### src/sv/tard_pkg.sv
package tard_pkg;

  localparam logic [7:0]  HDR_TYPE      = 8'h17;
  localparam logic [7:0]  HDR_VER       = 8'h03;
  localparam int          HDR_BYTES     = 5;
  localparam logic [15:0] MAX_LEN_RESET = 16'd16384;

  localparam int HDR_POS_W = $clog2(HDR_BYTES);

  // One result per input byte
  typedef struct packed {
    logic [7:0] out_byte;
    logic       payload_valid;
    logic       frame_error;
  } tard_result_t;

endpackage

### src/sv/tard_core.sv
module tard_core
  import tard_pkg::*;
(
  input  logic         clk,
  input  logic         rst,
  input  logic         accept,
  input  logic [7:0]   in_byte,
  input  logic         cfg_we,
  input  logic [15:0]  cfg_wdata,
  output tard_result_t result
);

  localparam logic [HDR_POS_W-1:0] POS_TYPE   = HDR_POS_W'(0);
  localparam logic [HDR_POS_W-1:0] POS_LEN_HI = HDR_POS_W'(3);
  localparam logic [HDR_POS_W-1:0] POS_LEN_LO = HDR_POS_W'(4);

  logic [15:0]          max_record_len;
  logic [HDR_POS_W-1:0] header_pos;
  logic [HDR_POS_W-1:0] header_pos_next;
  logic [7:0]           length_high;
  logic [7:0]           length_high_next;
  logic [15:0]          payload_left;
  logic [15:0]          payload_left_next;
  logic                 error_seen;
  logic                 error_seen_next;
  logic [15:0]          rec_len;
  logic [7:0]           hdr_want;

  assign rec_len  = {length_high, in_byte};
  assign hdr_want = (header_pos == POS_TYPE) ? HDR_TYPE : HDR_VER;

  always_comb begin
    header_pos_next   = header_pos;
    length_high_next  = length_high;
    payload_left_next = payload_left;
    error_seen_next   = error_seen;
    result.out_byte      = 8'd0;
    result.payload_valid = 1'b0;
    if (!error_seen) begin
      if (payload_left != 16'd0) begin
        result.out_byte      = in_byte;
        result.payload_valid = 1'b1;
        payload_left_next    = payload_left - 16'd1;
      end else if (header_pos < POS_LEN_HI) begin
        if (in_byte != hdr_want) begin
          error_seen_next = 1'b1;
        end else begin
          header_pos_next = header_pos + HDR_POS_W'(1);
        end
      end else if (header_pos == POS_LEN_HI) begin
        length_high_next = in_byte;
        header_pos_next  = POS_LEN_LO;
      end else begin
        // length low byte: close the header, zero length skips straight to next header
        header_pos_next = POS_TYPE;
        if (rec_len > max_record_len) begin
          error_seen_next = 1'b1;
        end else begin
          payload_left_next = rec_len;
        end
      end
    end
    result.frame_error = error_seen_next;
  end

  always_ff @(posedge clk) begin
    if (rst) begin
      max_record_len <= MAX_LEN_RESET;
      header_pos     <= POS_TYPE;
      length_high    <= 8'd0;
      payload_left   <= 16'd0;
      error_seen     <= 1'b0;
    end else begin
      if (cfg_we) begin
        max_record_len <= cfg_wdata;
      end
      if (accept) begin
        header_pos   <= header_pos_next;
        length_high  <= length_high_next;
        payload_left <= payload_left_next;
        error_seen   <= error_seen_next;
      end
    end
  end

endmodule

### src/sv/tard_out_buf.sv
module tard_out_buf
  import tard_pkg::*;
(
  input  logic         clk,
  input  logic         rst,
  input  logic         push,
  input  tard_result_t push_data,
  output logic         full,
  output logic         out_valid,
  input  logic         out_stall,
  output tard_result_t out_data
);

  logic         main_valid;
  tard_result_t main_data;
  logic         skid_valid;
  tard_result_t skid_data;
  logic         pop;

  assign pop       = main_valid && !out_stall;
  assign full      = skid_valid;
  assign out_valid = main_valid;
  assign out_data  = main_data;

  always_ff @(posedge clk) begin
    if (rst) begin
      main_valid <= 1'b0;
      skid_valid <= 1'b0;
    end else if (push) begin
      // skid is empty whenever push is allowed
      if (!main_valid || pop) begin
        main_valid <= 1'b1;
      end else begin
        skid_valid <= 1'b1;
      end
    end else if (pop) begin
      main_valid <= skid_valid;
      skid_valid <= 1'b0;
    end
  end

  always_ff @(posedge clk) begin
    if (push) begin
      if (!main_valid || pop) begin
        main_data <= push_data;
      end else begin
        skid_data <= push_data;
      end
    end else if (pop && skid_valid) begin
      main_data <= skid_data;
    end
  end

endmodule

### src/sv/tls_app_record_deframer_unit.sv
// Strips TLS application-data record framing from a byte stream (0x17 0x03 0x03, then a
// big-endian 16-bit length) and passes payload bytes on, one result per input byte. The
// unit takes one byte every cycle while in_stall is low; the per-byte header/length state
// update is the only step between input and the output buffer's result register. A two-entry
// output register (result plus skid) keeps input flowing while a result waits, so in_stall
// rises only after the output side has been stalled with both entries full. A bad header byte
// or a length above max_record_len sets frame_error, which stays set and blocks all payload
// until rst. Users must write max_record_len (cfg_we/cfg_wdata) only while idle; unenforced.
module tls_app_record_deframer_unit
  import tard_pkg::*;
(
  input  logic        clk,
  input  logic        rst,
  input  logic        in_valid,
  output logic        in_stall,
  input  logic [7:0]  in_byte,
  output logic        out_valid,
  input  logic        out_stall,
  output logic [7:0]  out_byte,
  output logic        payload_valid,
  output logic        frame_error,
  input  logic        cfg_we,
  input  logic [15:0] cfg_wdata
);

  logic         accept;
  logic         buf_full;
  tard_result_t core_result;
  tard_result_t out_data;

  assign in_stall = buf_full;
  assign accept   = in_valid && !buf_full;

  tard_core u_core (
    .clk       (clk),
    .rst       (rst),
    .accept    (accept),
    .in_byte   (in_byte),
    .cfg_we    (cfg_we),
    .cfg_wdata (cfg_wdata),
    .result    (core_result)
  );

  tard_out_buf u_out_buf (
    .clk       (clk),
    .rst       (rst),
    .push      (accept),
    .push_data (core_result),
    .full      (buf_full),
    .out_valid (out_valid),
    .out_stall (out_stall),
    .out_data  (out_data)
  );

  assign out_byte      = out_data.out_byte;
  assign payload_valid = out_data.payload_valid;
  assign frame_error   = out_data.frame_error;

endmodule

### config.mk
export PLATFORM = sky130hd
export DESIGN_NAME = tls_app_record_deframer_unit
export DESIGN_NICKNAME = d
export VERILOG_FILES = /design/src/sv/tard_pkg.sv /design/src/sv/tard_core.sv /design/src/sv/tard_out_buf.sv /design/src/sv/tls_app_record_deframer_unit.sv
export SDC_FILE = /design/constraint.sdc
export NUM_CORES = 1
export LEC_CHECK = 0
export ABC_AREA = 1
export BUFFER_PORTS_ARGS = -buffer_cell sky130_fd_sc_hd__buf_4
export CELL_PAD_IN_SITES_DETAIL_PLACEMENT = 1
export CELL_PAD_IN_SITES_GLOBAL_PLACEMENT = 2
export CORE_UTILIZATION = 34
export CTS_CLUSTER_SIZE = 25
export DETAILED_ROUTE_END_ITERATION = 8
export PLACE_DENSITY = 0.79
export SETUP_SLACK_MARGIN = 0.02
export SYNTH_ARGS = -nofsm -noshare
export SYNTH_HDL_FRONTEND = slang
export SYNTH_SLANG_ARGS = --single-unit
export TNS_END_PERCENT = 10
### constraint.sdc
create_clock -name clk -period 2.5 [get_ports clk]
set_clock_uncertainty 0.05 [all_clocks]
set_input_delay 0.25 -clock clk [delete_from_list [all_inputs] [get_ports clk]]
set_output_delay 0.25 -clock clk [all_outputs]
set_load 0.05 [all_outputs]
==> results of run 1 <==
[synth_stat cells, types with 2 or more instances]
cell type,n
nand4_1,5
nor2_4,2
nand2_4,2
buf_6,2
ha_1,20
xor2_1,7
inv_1,63
nand2_1,64
nand2_8,2
o21ai_0,61
nor2_1,70
o21ai_1,6
nor3_1,2
nor4_1,2
edfxtp_1,20
nor2_2,3
dfxtp_1,46
a21oi_1,43
clkbuf_1,9
xnor2_1,2
nand3_1,12
[power by group through the flow]
stage,clock [uW],sequential [uW],combinational (uW)
global route,964,1300,1000
detailed placement,0,1310,885
floorplan,0,1360,599
finish,900,1280,882
global placement,0,1300,873
CTS,923,1280,893
[how the worst min path moves through the flow]
| stage | from | end | slack [ns] | depth (start not counted) |
|---|---|---|---|---|
| finish | cfg_we | u_core.max_record_len[14] | 0.09 | 2 |
| global route | cfg_we | u_core.max_record_len[14] | 0.09 | 2 |
| CTS | cfg_we | u_core.max_record_len[14] | 0.07 | 2 |
| detailed placement | u_core.max_record_len[4] | u_core.max_record_len[4] | 0.40 | 2 |
| global placement | u_core.max_record_len[7] | u_core.max_record_len[7] | 0.40 | 2 |
| floorplan | rst | u_core.error_seen | 0.27 | 1 |
[logic make-up after synthesis]
family                   synth area share [%]
AND/OR/NAND/NOR                          22.0
flip-flops                               43.3
buffers and inverters                    9.01
XOR/XNOR                                 2.24
adder cells (fa/ha/maj)                  7.12
AO/OA/AOI/OAI                            16.3
[registers in the layout, indices dropped and copies added, names as in the netlist]
| signal | cells |
|---|---|
| u_out_buf.full | 1 |
| u_core.max_record_len | 16 |
| u_core.header_pos | 3 |
| u_out_buf.out_valid | 1 |
| u_core.payload_left | 16 |
| u_core.length_high | 8 |
| u_core.error_seen | 1 |
| u_out_buf.skid_data | 10 |
| u_out_buf.out_data | 10 |
[per-layer routing]
metal,vias up,part of all wire [%]
li1,1577,-
met1,1421,47
met2,54,48
met3,9,3.3
met4,0,1.4
met5,-,0
[area by class of cell]
class / count / area [um^2]
Inverter: 65 / 251
Clock buffer: 9 / 124
Timing Repair Buffer: 46 / 345
Clock inverter: 7 / 70.1
Sequential cell: 66 / 1520
Fill cell: 1262 / 5750
Multi-Input combinational cell: 312 / 1680
Tap cell: 133 / 166
[through the flow]
step / worst slack, ns / area [um^2] / hold slack [ns] / cells
after floorplan: 0.375 / 3510 / 0.269 / 456
after global placement: 0.306 / 3960 / 0.399 / 622
after detailed placement: 0.235 / 3960 / 0.404 / 622
after CTS: 0.152 / 4160 / 0.0681 / 638
after global routing: 0.0705 / 4160 / 0.0940 / 638
final: 0.323 / 4160 / 0.0871 / 638
==> results.yml, run 1 <==
status:
  status: "finished, final reports clean"
clock_tree:
  cts_sinks: 66
  max-clock-path-buffers: 2
  cts_inserted_buffers: 9
  cts_max_level: 3
  cts_root_buffer: "clkbuf_8"
  ctsResizeCount: 0
  path_clk_slew_ns: 0.08
  postCtsSetupBuffers: 0
  cts_tree: "yes"
  hold_buffers: 0
  clock_latency_ns: 0.34
place:
  hpwl_um: 7100
  numPortBuffers: 40
  gp_congestion: 0.767
worst_setup_path:
  cp.depth: 11
  cp-end-kind: "flop"
  cp-start-kind: "flop"
  cp_num_buf_inv: 2
  path_cells: "inv_1, ha_1, nand4_1, nor3_2, nand3_1, nand2_1, nand2_1, nand2_4, clkinv_4, nor2_1, nor2_1"
  reg2reg_from: "u_core.max_record_len[11]"
  path_max_fanout: 18
  cpPeakStageDelay_ns: 0.32
  crit_family: "simple AND/OR/NAND/NOR gates"
  criticalPathCategory: "reg -> reg"
  reg2reg_slack_ns: 0.32
  required_ns: 2.68
  r2r_end: "u_core.payload_left[4]"
  crit_end: "u_core.payload_left[4]"
  r2r_cells: 11
  cp.arrival_ns: 2.36
  cp_slowest_cell: "dfxtp_1"
  startpoint: "u_core.max_record_len[11]"
sta:
  drv_slew: 0
  tightest_slew_ns: 0.714
  hold_viol: 0
  fin_tns_setup_ns: 0
  rsz0062_at_grt: "false"
  max_freq_mhz: 459
  fin_crit_sh_pct: 87.1
  maxSlewHeadroom_pct: 52.4
  final-setup-viol-count: 0
  min_period_ns: 2.18
routing:
  vias: 3061
  vias_per_cell: 4.80
  avgRoutedWirePerCell_um: 14.4
  routed_wl_um: 9170
  drt_first_iter_violations: 55
  ant_nets: 0
  drc: 0
  drt_pass1_iterations: 4
global_route:
  grt_pass1_wl_um: 15600
  met3_usage_pct: 3.71
  grt_pass1_vias: 3241
  antenna_found_initial: 0
  grt_max_degree: 30
  grt.busiest_layer: "met2"
  use_met1_pct: 22.2
  gr-total-overflow: 0
  met2_usage_pct: 33.0
  track_usage_pct: 18.3
power_and_ir_drop:
  switching_power_uw: 1090
  swShare_pct: 35.4
  p_comb_share_pct: 28.8
  power.total_uw: 3070
  pwr-share-seq_pct: 41.9
  clockPowerShare_pct: 29.4
  cell_internal_pwr_uw: 1980
  power.leakage_uw: 0.00187
  ir_worst_vdd_mv: 0.368
  power_density_mw_per_mm2: 737
floorplan:
  die_w_um: 104
  fp.dieArea_mm2: 0.0107
  rows: 36
  io_pins: 41
  coreArea_mm2: 0.00991
  die_h_um: 104
  initial_core_util_pct: 35.5
flow_run:
  max_cap_viol_count: 0
final_layout:
  final_util_pct: 42.0
  layout.nets: 549
  diodes: 0
  drive_gt1_share_pct: 15.4
  final_common_cell: "nor2_1"
  area_growth_pct: 18.4
  layout_common_cells: "70 x nor2_1, 64 x nand2_1, 63 x inv_1"
logic_synthesis:
  synth_ff_type: "dfxtp_1"
  syn_inst: 456
  synth.area.top_cells: "dfxtp_1 26%, edfxtp_1 17%, o21ai_0 8.7%, nor2_1 7.5%, ha_1 7.1%"
  ys_seq_area_share_pct: 43.3
  ys_ff_latch: 66
  synth_top_cell_by_area: "dfxtp_1"
  yosys_warnings: 0
  synth_area_per_cell_um2: 7.71
  yosys.cell_types.count: 34
  synth_edf_count: 20
  synth_nets: 505
  async_flop_share_pct: 0
  synth_area_mm2: 0.00351
  synth_top_area_share_pct: 26.2
min_path:
  hold_path.class: "in -> reg"
Power figures use the tool's default switching activity.
==> inputs of run 2 (changes only) <==
Clock period 2.5 ns to 2.1 ns, I/O delays scaled along.
==> results.yml, run 2 (synthesis gave the netlist of run 1 again) <==
worst_setup_path:
  cp-end-kind: "flop"
  cp_slowest_cell: "dfxtp_2"
  reg2reg_slack_ns: 0.17
  cpPeakStageDelay_ns: 0.33
  cp-start-kind: "flop"
  required_ns: 2.29
  path_max_fanout: 8
  crit_top_cell: "nand2_2"
  reg2reg_from: "u_core.max_record_len[10]"
  criticalPathCategory: "reg -> reg"
  path_cells: "inv_2, ha_4, nand4_1, nor3_2, nand2_1, nand2_2, nand2_2, nand2_2, nand2_4, buf_12, o21ai_2, nor2_1"
  cp.arrival_ns: 2.11
  r2r_cells: 12
  r2r_end: "u_core.payload_left[8]"
clock_tree:
  hold_buffers: 0
  clock_latency_ns: 0.35
  cts_sinks: 66
  cts_tree: "yes"
  max-clock-path-buffers: 2
  cts_max_level: 3
  path_clk_slew_ns: 0.08
  cts_root_buffer: "clkbuf_8"
  cts_inserted_buffers: 9
final_layout:
  seq_area_mm2: 0.00153
  layout.nets: 570
  largestRegisters: "u_core.max_record_len (16), u_core.payload_left (16)"
  layout_common_cells: "69 x nor2_1, 65 x buf_4, 61 x nand2_1"
  final_util_pct: 45.4
  drive_gt1_share_pct: 23.6
  final_common_cell: "nor2_1"
  multi_input_area_mm2: 0.00178
  diodes: 0
  area_growth_pct: 28.1
  fill_cells: 1240
routing:
  drt_pass1_iterations: 4
  avgRoutedWirePerCell_um: 14.9
  vias: 3211
  routed_wl_um: 9810
  ant_nets: 0
  drc: 0
  vias_per_cell: 4.87
  drt_first_iter_violations: 76
place:
  hpwl_um: 7380
  gp_congestion: 0.778
  numPortBuffers: 40
  pre_cts_ws_ns: 0.0780
global_route:
  gr-total-overflow: 0
  track_usage_pct: 19.3
  grt_pass1_vias: 3229
  grt_pass1_wl_um: 16100
  antenna_found_initial: 0
  grt_max_degree: 41
floorplan:
  rows: 36
  io_pins: 41
  die_h_um: 104
  initial_core_util_pct: 35.5
  die_w_um: 104
  fp.dieArea_mm2: 0.0107
  coreArea_mm2: 0.00991
sta:
  fin_ws_ns: 0.174
  drv_slew: 0
  rsz0062_at_grt: "true"
  fin_crit_sh_pct: 91.7
  max_freq_mhz: 519
  min_period_ns: 1.93
  tightest_slew_ns: 0.675
  final-setup-viol-count: 0
  hold_viol: 0
  maxSlewHeadroom_pct: 55.0
power_and_ir_drop:
  power_density_mw_per_mm2: 916
  ir_worst_vdd_mv: 0.285
  power.leakage_uw: 0.00202
flow_run:
  max_cap_viol_count: 0
min_path:
  hold_path.class: "in -> reg"
  min_to: "u_core.max_record_len[14]"
  hold_start: "cfg_we"
  hold-path-cell-count: 2
status:
  status: "finished, final reports clean"
-- run 2: layout make-up --
cell class              count  area share (%)
clock buffers               9            2.75
clock inverters             7            2.75
inverters                  65            5.64
multi-input cells         312            39.5
flip-flops and latches     66            33.9
well taps                 133            3.70
repair buffers             67            11.7
-- run 2: stage by stage --
step	total power, uW	cell area (um^2)	hold slack, ns	TNS (ns)	instances
floorplan	2330	3520	0.229	0	456
global placement	2720	4130	0.383	0	641
detailed placement	2750	4130	0.396	0	641
CTS	4130	4380	0.0218	0	657
global route	4370	4500	0.0242	-0.0150	659
finish	4120	4500	0.0371	0	659
-- run 2: worst max path at each step --
stage / startpoint / to / depth (start not counted)
2_1_floorplan: u_out_buf.full / u_out_buf.out_data[0] / 6
4_1_cts: u_core.max_record_len[11] / u_core.payload_left[8] / 11
6_report: u_core.max_record_len[10] / u_core.payload_left[8] / 12
3_5_place_dp: u_core.max_record_len[11] / u_core.payload_left[1] / 12
5_1_grt: u_core.max_record_len[10] / u_core.payload_left[2] / 11
3_3_place_gp: u_core.max_record_len[11] / u_core.payload_left[13] / 11
-- run 2: power breakdown --
part / leakage (uW) / switching (uW) / internal (uW)
Clock: 0.000120 / 570 / 799
Sequential: 0.000569 / 75.2 / 1440
Combinational: 0.00133 / 753 / 483
-- run 2: critical path, delay by kind of cell (launching register included) --
| kind | cells | cell delay [ns] |
|---|---|---|
| DFF | 1 | 0.33 |
| AOI/OAI and AO/OA | 1 | 0.11 |
| and+or+nand+nor | 8 | 0.85 |
| buffers and inverters | 2 | 0.21 |
| adders and majority gates | 1 | 0.26 |
-- run 2: repair_timing --
item	in CTS	in global routing
hold endpoints to repair	0	0
buffers inserted	0	2
resized for setup	0	37
endpoints found under the setup margin	0	31
-- run 2: routing by layer --
metal  global-route usage (%)  vias to the layer above  share of wire, %
met5                        0                        -                 0
met4                     4.80                        0               1.3
met3                     4.72                       12               3.4
met2                     32.5                       51                48
met1                     24.6                     1523                47
li1                         -                     1625                 -
==> inputs of run 3 (changes only) <==
Settings changed: BUFFER_PORTS_ARGS -buffer_cell sky130_fd_sc_hd__buf_4 to unset, CORE_UTILIZATION 34 to 37, DONT_BUFFER_PORTS set to 1.
==> results.yml, run 3 (synthesis gave the netlist of run 1 again) <==
status:
  status: "finished, final reports clean"
sta:
  drv_slew: 0
  max_freq_mhz: 512
  hold_viol: 0
  rsz0062_at_grt: "true"
  min_period_ns: 1.95
  maxSlewHeadroom_pct: 54.0
  final-setup-viol-count: 0
  fin_crit_sh_pct: 92.9
  tightest_slew_ns: 0.689
clock_tree:
  cts_root_buffer: "clkbuf_8"
  cts_sinks: 66
  clock_latency_ns: 0.36
  cts_inserted_buffers: 9
  cts_max_level: 3
  max-clock-path-buffers: 2
  path_clk_slew_ns: 0.08
  cts_tree: "yes"
routing:
  avgRoutedWirePerCell_um: 14.9
  ant_nets: 0
  drc: 0
  drt_pass1_iterations: 4
  vias: 3076
  vias_per_cell: 4.91
  routed_wl_um: 9310
  drt_first_iter_violations: 87
power_and_ir_drop:
  pwr-share-seq_pct: 39.5
  swShare_pct: 33.8
  clockPowerShare_pct: 34.1
  power.total_uw: 4010
  ir_worst_vdd_mv: 0.413
  cell_internal_pwr_uw: 2660
  power_density_mw_per_mm2: 955
  power.leakage_uw: 0.00185
  p_comb_share_pct: 26.4
  switching_power_uw: 1360
place:
  hpwl_um: 6870
  dpl_cell_area_mm2: 0.00379
  numPortBuffers: 0
  gp_congestion: 0.763
  place_inst: 594
min_path:
  hold_start: "cfg_wdata[15]"
  hold_path.class: "in -> reg"
global_route:
  grt_max_degree: 30
  grt.busiest_layer: "met2"
  met2_usage_pct: 34.5
  track_usage_pct: 20.5
  gr-total-overflow: 0
  grt_pass1_wl_um: 15400
  grt_pass1_vias: 3170
  antenna_found_initial: 0
  use_met1_pct: 25.2
  met3_usage_pct: 4.15
final_layout:
  layout.nets: 541
  multi_input_area_mm2: 0.00169
  layout_common_cells: "69 x nor2_1, 63 x inv_1, 63 x nand2_1"
  area_growth_pct: 19.6
  drive_gt1_share_pct: 12.3
  largestRegisters: "u_core.max_record_len (16), u_core.payload_left (16)"
  stdcell_area_mm2: 0.00420
  final_util_pct: 45.5
  fill_cells: 1153
  seq_area_mm2: 0.00152
  stdcell_count: 626
  final_common_cell: "nor2_1"
  diodes: 0
worst_setup_path:
  cp.arrival_ns: 2.16
  required_ns: 2.31
  cp-end-kind: "flop"
  criticalPathCategory: "reg -> reg"
  startpoint: "u_core.payload_left[0]"
  reg2reg_from: "u_core.payload_left[0]"
  cp-start-kind: "flop"
  path_max_fanout: 10
floorplan:
  rows: 35
  die_w_um: 99.5
  die_h_um: 99.5
  coreArea_mm2: 0.00924
  initial_core_util_pct: 38.0
  fp.dieArea_mm2: 0.00989
  io_pins: 41
flow_run:
  max_cap_viol_count: 0
run 3: final timing paths:
path                                    end  slack [ns]  depth (start not counted)
setup / recovery    u_core.payload_left[14]        0.15                         13
hold / removal    u_core.max_record_len[15]       0.003                          2
setup reg to reg    u_core.payload_left[14]        0.15                         13
hold reg to reg    u_core.max_record_len[3]        0.41                          2
run 3: final cells by class:
cell class                 count  area share, %
clock buffer                   9           2.95
clock inverter                 7           2.98
inverter                      65           5.98
multi-input combinational    312           40.3
sequential                    66           36.2
tap                          129           3.84
timing repair buffer          38           7.80
run 3: critical path, stage by stage (launching register included):
cell and delay [ns]:
dfxtp_1 0.31, inv_1 0.09, ha_1 0.22, nand2_2 0.10
nor2_4 0.13, buf_4 0.14, nand2_4 0.07, nand2_8 0.11
inv_4 0.06, nand2_8 0.09, nand2_4 0.08, buf_4 0.17
o21ai_0 0.15, nor2_1 0.05
run 3: stage by stage:
step / setup WS [ns] / setup TNS, ns / hold slack [ns]
after floorplan: 0.133 / 0 / 0.229
after global placement: 0.0493 / 0 / 0.232
after detailed placement: -0.0442 / -0.237 / 0.232
after CTS: 0.117 / 0 / 0.000282
after global routing: 0.00234 / 0 / 0.00787
final: 0.148 / 0 / 0.00278
run 3: power groups by stage:
| stage | clock [uW] | sequential (uW) | combinational, uW |
|---|---|---|---|
| 2_1_floorplan | 0 | 1620 | 713 |
| 4_1_cts | 1390 | 1580 | 1070 |
| 3_5_place_dp | 0 | 1610 | 1020 |
| 3_3_place_gp | 0 | 1610 | 992 |
| 6_report | 1370 | 1580 | 1060 |
| 5_1_grt | 1440 | 1600 | 1200 |
run 3: timing repair:
action / 4_1_cts / 5_1_grt
pin swaps: 1 / 0
resized for setup: 2 / 5
gates cloned: 0 / 0
endpoints found under the hold margin: 14 / 0
endpoints found under the setup margin: 14 / 15
hold buffers: 12 / 0
setup buffers: 4 / 0
run 3: per-layer routing:
metal	up-vias	routed length, um
li1	1566	-
met1	1449	4290
met2	47	4450
met3	14	344
met4	0	223
met5	-	0
